**src/hw/rtl/hpte_pkg.sv**
```systemverilog
// Shared types and constants for the histogram plot threshold engine.
package hpte_pkg;

  localparam int NUM_BINS = 256;

  // Operation codes
  localparam logic [1:0] OP_CLEAR = 2'd0;
  localparam logic [1:0] OP_PIXEL = 2'd1;
  localparam logic [1:0] OP_PLOT  = 2'd2;

  // Pixel levels
  localparam logic [7:0] WHITE    = 8'd255;
  localparam logic [7:0] BAR      = 8'd235;
  localparam logic [7:0] BLACK    = 8'd0;
  localparam logic [7:0] LAST_ROW = 8'd255;

  // Configuration
  localparam logic [7:0] THRESHOLD_RESET = 8'd128;
  localparam logic [1:0] ADDR_THRESHOLD  = 2'd0;

  typedef struct packed {
    logic rd_en;
    logic wr_en;
    logic clr;
  } mem_ctl_t;

endpackage

```
**src/hw/rtl/hpte_plot_cell.sv**
```systemverilog
// Bar chart cell evaluation: bar height compare and threshold marker.
module hpte_plot_cell import hpte_pkg::*; #(
  parameter int COUNT_BITS = 20
) (
  input  logic [7:0]            row,
  input  logic [7:0]            column,
  input  logic [7:0]            threshold,
  input  logic [COUNT_BITS-1:0] count,
  input  logic [COUNT_BITS-1:0] peak,
  output logic [7:0]            value
);

  localparam int PROD_BITS = COUNT_BITS + 9;

  logic [8:0]           row_inc;
  logic [PROD_BITS-1:0] lhs;
  logic [PROD_BITS-1:0] rhs;
  logic                 in_bar;
  logic                 marker;

  // row < floor(count*256/peak)  <=>  (row+1)*peak <= count*256
  // clamp to 255 folds into excluding the top row
  assign row_inc = {1'b0, row} + 9'd1;
  assign lhs     = PROD_BITS'(row_inc) * PROD_BITS'(peak);
  assign rhs     = {1'b0, count, 8'd0};
  assign in_bar  = (row != LAST_ROW) && (lhs <= rhs);
  assign marker  = (column == threshold) && (row != LAST_ROW);

  always_comb begin
    if (marker) begin
      value = row[0] ? BLACK : WHITE;
    end else if (in_bar) begin
      value = BAR;
    end else begin
      value = BLACK;
    end
  end

endmodule

```
**config.mk**
```make
export PLATFORM = sky130hd
export DESIGN_NAME = hpte_plot_cell
export DESIGN_NICKNAME = d
export VERILOG_FILES = /design/src/hw/rtl/hpte_pkg.sv /design/src/hw/rtl/hpte_plot_cell.sv
export SDC_FILE = /design/constraint.sdc
export NUM_CORES = 1
export LEC_CHECK = 0
export BUFFER_PORTS_ARGS = -buffer_cell sky130_fd_sc_hd__buf_2
export CAP_MARGIN = 25
export CORE_MARGIN = 4
export CORE_UTILIZATION = 30
export DETAILED_ROUTE_END_ITERATION = 8
export PLACE_DENSITY = 0.52
export SLEW_MARGIN = 5
export SYNTH_ARGS = -nofsm -noshare
export SYNTH_HDL_FRONTEND = slang
export SYNTH_SLANG_ARGS = --single-unit
```
**constraint.sdc**
```tcl
create_clock -name vclk -period 25.6
set_input_delay 6.4 -clock vclk [all_inputs]
set_output_delay 6.4 -clock vclk [all_outputs]
set_load 0.005 [all_outputs]
```
==> results of run 1 <==
metrics by stage:
step | instance area (um^2) | total power [mW] | std cells
after floorplan | 6411 | 0.5885 | 768
after global placement | 7041 | 0.7553 | 1095
after detailed placement | 7041 | 0.7587 | 1095
after CTS | 7041 | 0.7635 | 1095
after global routing | 7041 | 0.8657 | 1095
final | 7041 | 0.7443 | 1095
synth_stat cells, types with 2 or more instances:
master / instances
clkbuf_1: 20
xor2_1: 15
and2_1: 102
xnor2_1: 20
fa_1: 127
a211oi_1: 2
nand3_1: 7
a211o_1: 2
nand2_1: 74
nor2_1: 17
nor3_1: 5
nor4_1: 5
o21ai_2: 3
a21oi_1: 22
nand4_1: 4
or3_1: 3
inv_1: 180
o31ai_1: 2
o21a_1: 4
buf_4: 6
nand2b_1: 10
o2111ai_1: 2
o21bai_1: 4
o21ai_0: 16
a21o_1: 5
o21ai_1: 2
o211ai_1: 3
ha_1: 70
nor2b_1: 13
and3_1: 7
how the worst max path moves through the flow:
stage	end	cells past startpoint
floorplan	value[1]	30
global placement	value[7]	30
detailed placement	value[3]	30
CTS	value[3]	29
global route	value[3]	30
finish	value[0]	29
routing by layer:
layer,vias to the layer above,GRT usage
met5,-,0
met4,0,0.003785
met3,5,0.002238
met2,51,0.2479
met1,2519,0.1848
li1,2432,-
placed cells by master (no fill, tap or decap), drive strengths merged, types with 4 or more instances in the layout:
cell type,netlist,routed
nor3,6,6
nand3,7,7
fa,127,127
xor2,15,15
o21a,4,4
nand4,4,4
buf,6,78
o21bai,4,4
nor2,17,17
xnor2,20,20
nand2b,10,10
o21ai,21,21
inv,180,180
nor2b,13,13
a21oi,23,23
nand2,74,74
nor4,6,6
and3,7,7
a21o,5,5
ha,70,70
and2,102,102
final cells by class:
class,instances,area [um^2],area share
inverter,180,675.6,0.09597
multi-input combinational,562,5615,0.7976
tap,275,344.1,0.04887
timing repair buffer,78,405.4,0.05758
logic make-up after synthesis:
logic type                 count (synthesis)  synth area share
and+or+nand+nor                          251            0.2100
buffers and inverters                    206            0.1241
adders and majority gates                197            0.5332
AOI/OAI and AO/OA                         79           0.08490
xor gates and xnor gates                  35           0.04782
critical path, delay by kind of cell:
family	cells	cell delay [ns]
simple gates	8	1.62
buf+inv	3	0.65
xor+xnor	1	0.14
fa+ha+maj	7	3.11
compound gates	10	2.36
where the power goes:
part	switching, mW	internal [mW]	total [mW]	leakage (nW)
clock	0	0	0	0
combinational	0.421	0.323	0.744	3.70
sequential	0	0	0	0
total	0.421	0.323	0.744	3.70
==> results.md, run 1 <==
- Hold_sp: threshold[6]
- DRC violations left: 0
- Vias in the first global route: ~5200
- Worst path max stage delay: 0.66 ns
- Initial antenna violation count: 0
- Max Used Layer: met4
- Layout cell share with drive strength beyond 1: 0.1098
- Post-Syn Area: 0.006411 mm^2
- Crit Path Category: primary input to output port
- Crit path from: row[0]
- WP data required: 19.20 ns
- Ys Warns: 0
- Core ar.: between 0.02 and 0.025 mm^2
- Worst min path class: primary input to output port
- Mapped Avg Cell Area: 8.348 um^2
- Setup TNS: 0 ns
- Avg WL per Cell: 14.18 um
- # hold bufs at CTS: 0
- Die height: 154.2 um
- Fin Hold WS: 13.39 ns
- Pwr/cell area: between 100 and 150 mW/mm^2
- # IOs: 72
- Layout fillers: 2258
- P&R area growth vs syn: 9.817%
- CP arrival: 14.27 ns
- Vias/cell: roughly 4.6
- Leak pwr: 3.703 nW
- Met2 Wirelength: 8164 um
- Cts repair resizes: 0
- Pre-CTS setup slack: just under 5 ns
- Min Tclk post-route: 20.67 ns
- Post-synth top area cell: fa_1
- Clkbuf count: 0
- Ratio of final minimum period to clock period: 0.8074
- Outcome: finished, final reports clean
- Fmax: 48.38 MHz
- Initial Util: 0.3050
- Ant diodes: 0
- Largest cells by area after synthesis: fa_1 (40%), ha_1 (14%), inv_1 (11%)
- Setup WS post-layout: just under 5 ns
- Crit path max fanout: 24
- Relative slew slack: 0.5048
- Max rail drop VDD: 0.05064 mV
- Width of the chip: 154.2 um
- Routed wire length: 15530 um
- PortBufs: 72
- Pin count of the biggest net entering global routing: 25
- First-pass GRT wire length: 26710 um
- Register area: 0 um^2
- Unrepaired setup endpoints after global routing: false
- Final Setup Violations: 0
- Distinct cells, synth: 46
- Row count: 53
- Dpl hpwl: 13620 um
- GP Congestion: approximately 0.81
- Nets: 1083
- Final sequential cell count: 0
- Die area: around 0.024 mm^2
- Drt pass-1 iters: 4
- DR vias: 5007
- Actual slew at the worst max-slew pin: 0.7427 ns
- # Post-CTS Setup Buffers: 0
- Synthesized instance count: 768
- Hold depth: 6
- Synthesized Nets: 1029
- Grt total ovfl: 0
- Setup crit end kind: output port
- WHS Endpoint: value[2]
- Final Max Slew Viols: 0
- Layout Utilization: 0.3349
- M1 wire length: ~7000 um
- CP max stage cell: and3_1
- Detailed Route Iter0 Violations: 180
- Count of final hold-check violations: 0
- Antenna Nets Post-Route: 0
- Gr usage total: 0.1336
- Max Cap Violations: 0
- Met3 routed WL: 279 um
- Share of the synthesized area in the top cell type: 0.3966
- Post-synthesis sequential area ratio: 0
- Worst setup SP type: primary input
Power figures use the tool's default switching activity.
==> inputs of run 2 (changes only) <==
--- a/config.mk
+++ b/config.mk
@@ -5,12 +5,13 @@
 export SDC_FILE = /design/constraint.sdc
 export NUM_CORES = 1
 export LEC_CHECK = 0
+export ABC_AREA = 1
 export BUFFER_PORTS_ARGS = -buffer_cell sky130_fd_sc_hd__buf_2
 export CAP_MARGIN = 25
 export CORE_MARGIN = 4
 export CORE_UTILIZATION = 30
 export DETAILED_ROUTE_END_ITERATION = 8
-export PLACE_DENSITY = 0.52
+export PLACE_DENSITY = 0.54
 export SLEW_MARGIN = 5
 export SYNTH_ARGS = -nofsm -noshare
 export SYNTH_HDL_FRONTEND = slang
==> constraint.sdc (replaced) <==
create_clock -name vclk -period 18.3
set_input_delay 4.575 -clock vclk [all_inputs]
set_output_delay 4.575 -clock vclk [all_outputs]
set_load 0.005 [all_outputs]
==> run 2 against run 1 <==
  * Non-clock buffer count decreased by 6
  * Die area is 2.0% higher
  * Global-route usage increased by 1.0 points
  * Utilization is 0.21 points higher
  * Via count grew 11%
  * Total power grew 58%
  * Final area increased by 1.6%
  * Setup slack lost 2.5 ns
  * First-iteration DRC count rose by 31%
  * Worst hold slack worse by 3.5 ns
  * Count of clock-buffer cells in the layout unchanged
  * Synthesized cell count is 17% higher
==> results.md, run 2 <==
- Setup crit end kind: output port
- CP max stage cell: fa_1
- Dpl hpwl: 15650 um
- Vias/cell: 4.516
- Detailed Route Iter0 Violations: 235
- Core ar.: between 0.02 and 0.025 mm^2
- GP Congestion: 0.9043
- Unrepaired setup endpoints after global routing: false
- Initial Util: 0.3086
- Avg WL per Cell: 14.23 um
- Synthesized Nets: 1162
- Synthesized instance count: 901
- Register area: 0 um^2
- Initial antenna violation count: 0
- Fin Hold WS: 9.867 ns
- Share of the synthesized area in the top cell type: 0.3882
- Ys Warns: 0
- Worst path max stage delay: about 0.55 ns
- Post-Place Cells: around 1200
- Max Cap Violations: 0
- Ratio of final minimum period to clock period: 0.8685
- WP data required: 13.73 ns
- Vias in the first global route: 5647
- Commonest non-fill, non-tap cell in the layout: inv_1
- Actual slew at the worst max-slew pin: ~0.79 ns
- Worst setup SP type: primary input
- # IOs: slightly above 70
- Final Setup Violations: 0
- Count of final hold-check violations: 0
- P&R area growth vs syn: 9.209%
- Post-synth top area cell: fa_1
- Layout Utilization: 0.3370
- Critical Path Most Common Cell: nand2_1
- Post-synthesis sequential area ratio: 0
- Grt total ovfl: 0
- Outcome: finished, final reports clean
- Width of the chip: 155.7 um
- Crit path max fanout: 15
- Max rail drop VDD: between 0.07 and 0.08 mV
- Leak pwr: between 4 and 5 nW
- Drt pass-1 iters: 5
- Largest cells by area after synthesis: fa_1 (39%), inv_1 (14%), ha_1 (13%)
- Cts repair resizes: 0
- Fin cells: 1232
- Die height: ~160 um
- Top cells by count, synth: inv_1 (250), nand2_1 (165), nor2_1 (128), fa_1 (127), ha_1 (70)
- Antenna Nets Post-Route: 0
- Nets: 1220
- DRC violations left: 0
- Final Max Slew Viols: 0
- Pin count of the biggest net entering global routing: 21
- Relative slew slack: 0.4728
- Most common cell in the netlist: inv_1
- Ant diodes: 0
- DR vias: 5564
- Row count: 53
- Fmax: 62.92 MHz
- Layout cell share with drive strength beyond 1: 0.1076
- Distinct cells, synth: 39
- Pwr/cell area: 164.9 mW/mm^2
- Critical path's top delay family: adder cells
- Worst min path class: primary input to output port
- # Post-CTS Setup Buffers: 0
- Routed wire length: 17530 um
- Die area: 0.02426 mm^2
- Final sequential cell count: 0
- Clkbuf count: 0
- Gr usage total: 0.1439
- Setup TNS: 0 ns
- # hold bufs at CTS: 0
- Most frequent cells in the layout: inv_1 (250), nand2_1 (165), nor2_1 (128)
- First-pass GRT wire length: approximately 29000 um
- Mapped Avg Cell Area: 7.268 um^2
- Buf+Inv Stages, Crit Path: 7
- PortBufs: 72
- Crit Path Category: primary input to output port
- CP arrival: 11.32 ns
- Min Tclk post-route: 15.89 ns
- Post-Syn Area: 0.006549 mm^2
[run 2: changes by cell type after synthesis, moves of 12 or more]
cell,previous run,this run
nor2_1,17,128
and2_1,102,0
nand2_1,74,165
inv_1,180,250
clkbuf_1,20,5
nor2b_1,13,0
nand3_1,7,19
[run 2: where the power goes]
group	internal (mW)	leakage, nW	switching [mW]
registers	0	0	0
logic	0.450	4.16	0.729
clock network	0	0	0
[run 2: layout make-up]
| cell class | instances | area, um^2 |
|---|---|---|
| Fill cell | 2353 | 14070 |
| Inverter | 255 | 957.2 |
| Multi-Input combinational cell | 630 | 5490 |
| Tap cell | 275 | 344.1 |
| Timing Repair Buffer | 72 | 360.3 |
[run 2: metrics by stage]
step	total power, mW	worst slack [ns]	area, um^2
after CTS	1.194	2.403	7152
after global placement	1.183	2.472	7152
final	1.179	2.406	7152
after detailed placement	1.185	2.409	7152
after floorplan	0.9030	3.584	6549
after global routing	1.360	1.930	7152
[run 2: cells by family (layout without fill, tap and decap cells)]
kind of cell | after synthesis | after routing | synth area share
fa+ha+maj | 197 | 197 | 0.5220
simple gates | 337 | 337 | 0.2092
buf+inv | 271 | 327 | 0.1616
xor+xnor | 32 | 32 | 0.04394
compound gates | 64 | 64 | 0.06324
[run 2: worst min-delay path: stages]
cell and delay [ns]:
buf_2 0.10, inv_1 0.05, ha_1 0.14, inv_1 0.04
nand2_1 0.05, nand2_1 0.05, nand2_1 0.05, nand2_1 0.10
buf_2 0.15
[run 2: path summary, 6_finish.rpt]
| check | cells after the start | from | end | slack [ns] |
|---|---|---|---|---|
| worst max-delay path | 35 | row[0] | value[7] | 2.41 |
| worst min-delay path | 9 | count[19] | value[0] | 9.87 |
[run 2: metal layers]
metal / track usage / vias up / routed length, um / share of wire
met4: 0.007503 / 0 / 99 / 0.0056
met2: 0.2579 / 104 / 9048 / 0.52
li1: - / 2737 / - / -
met1: 0.2031 / 2717 / 7758 / 0.44
met3: 0.006103 / 6 / 624 / 0.036
met5: 0 / - / 0 / 0
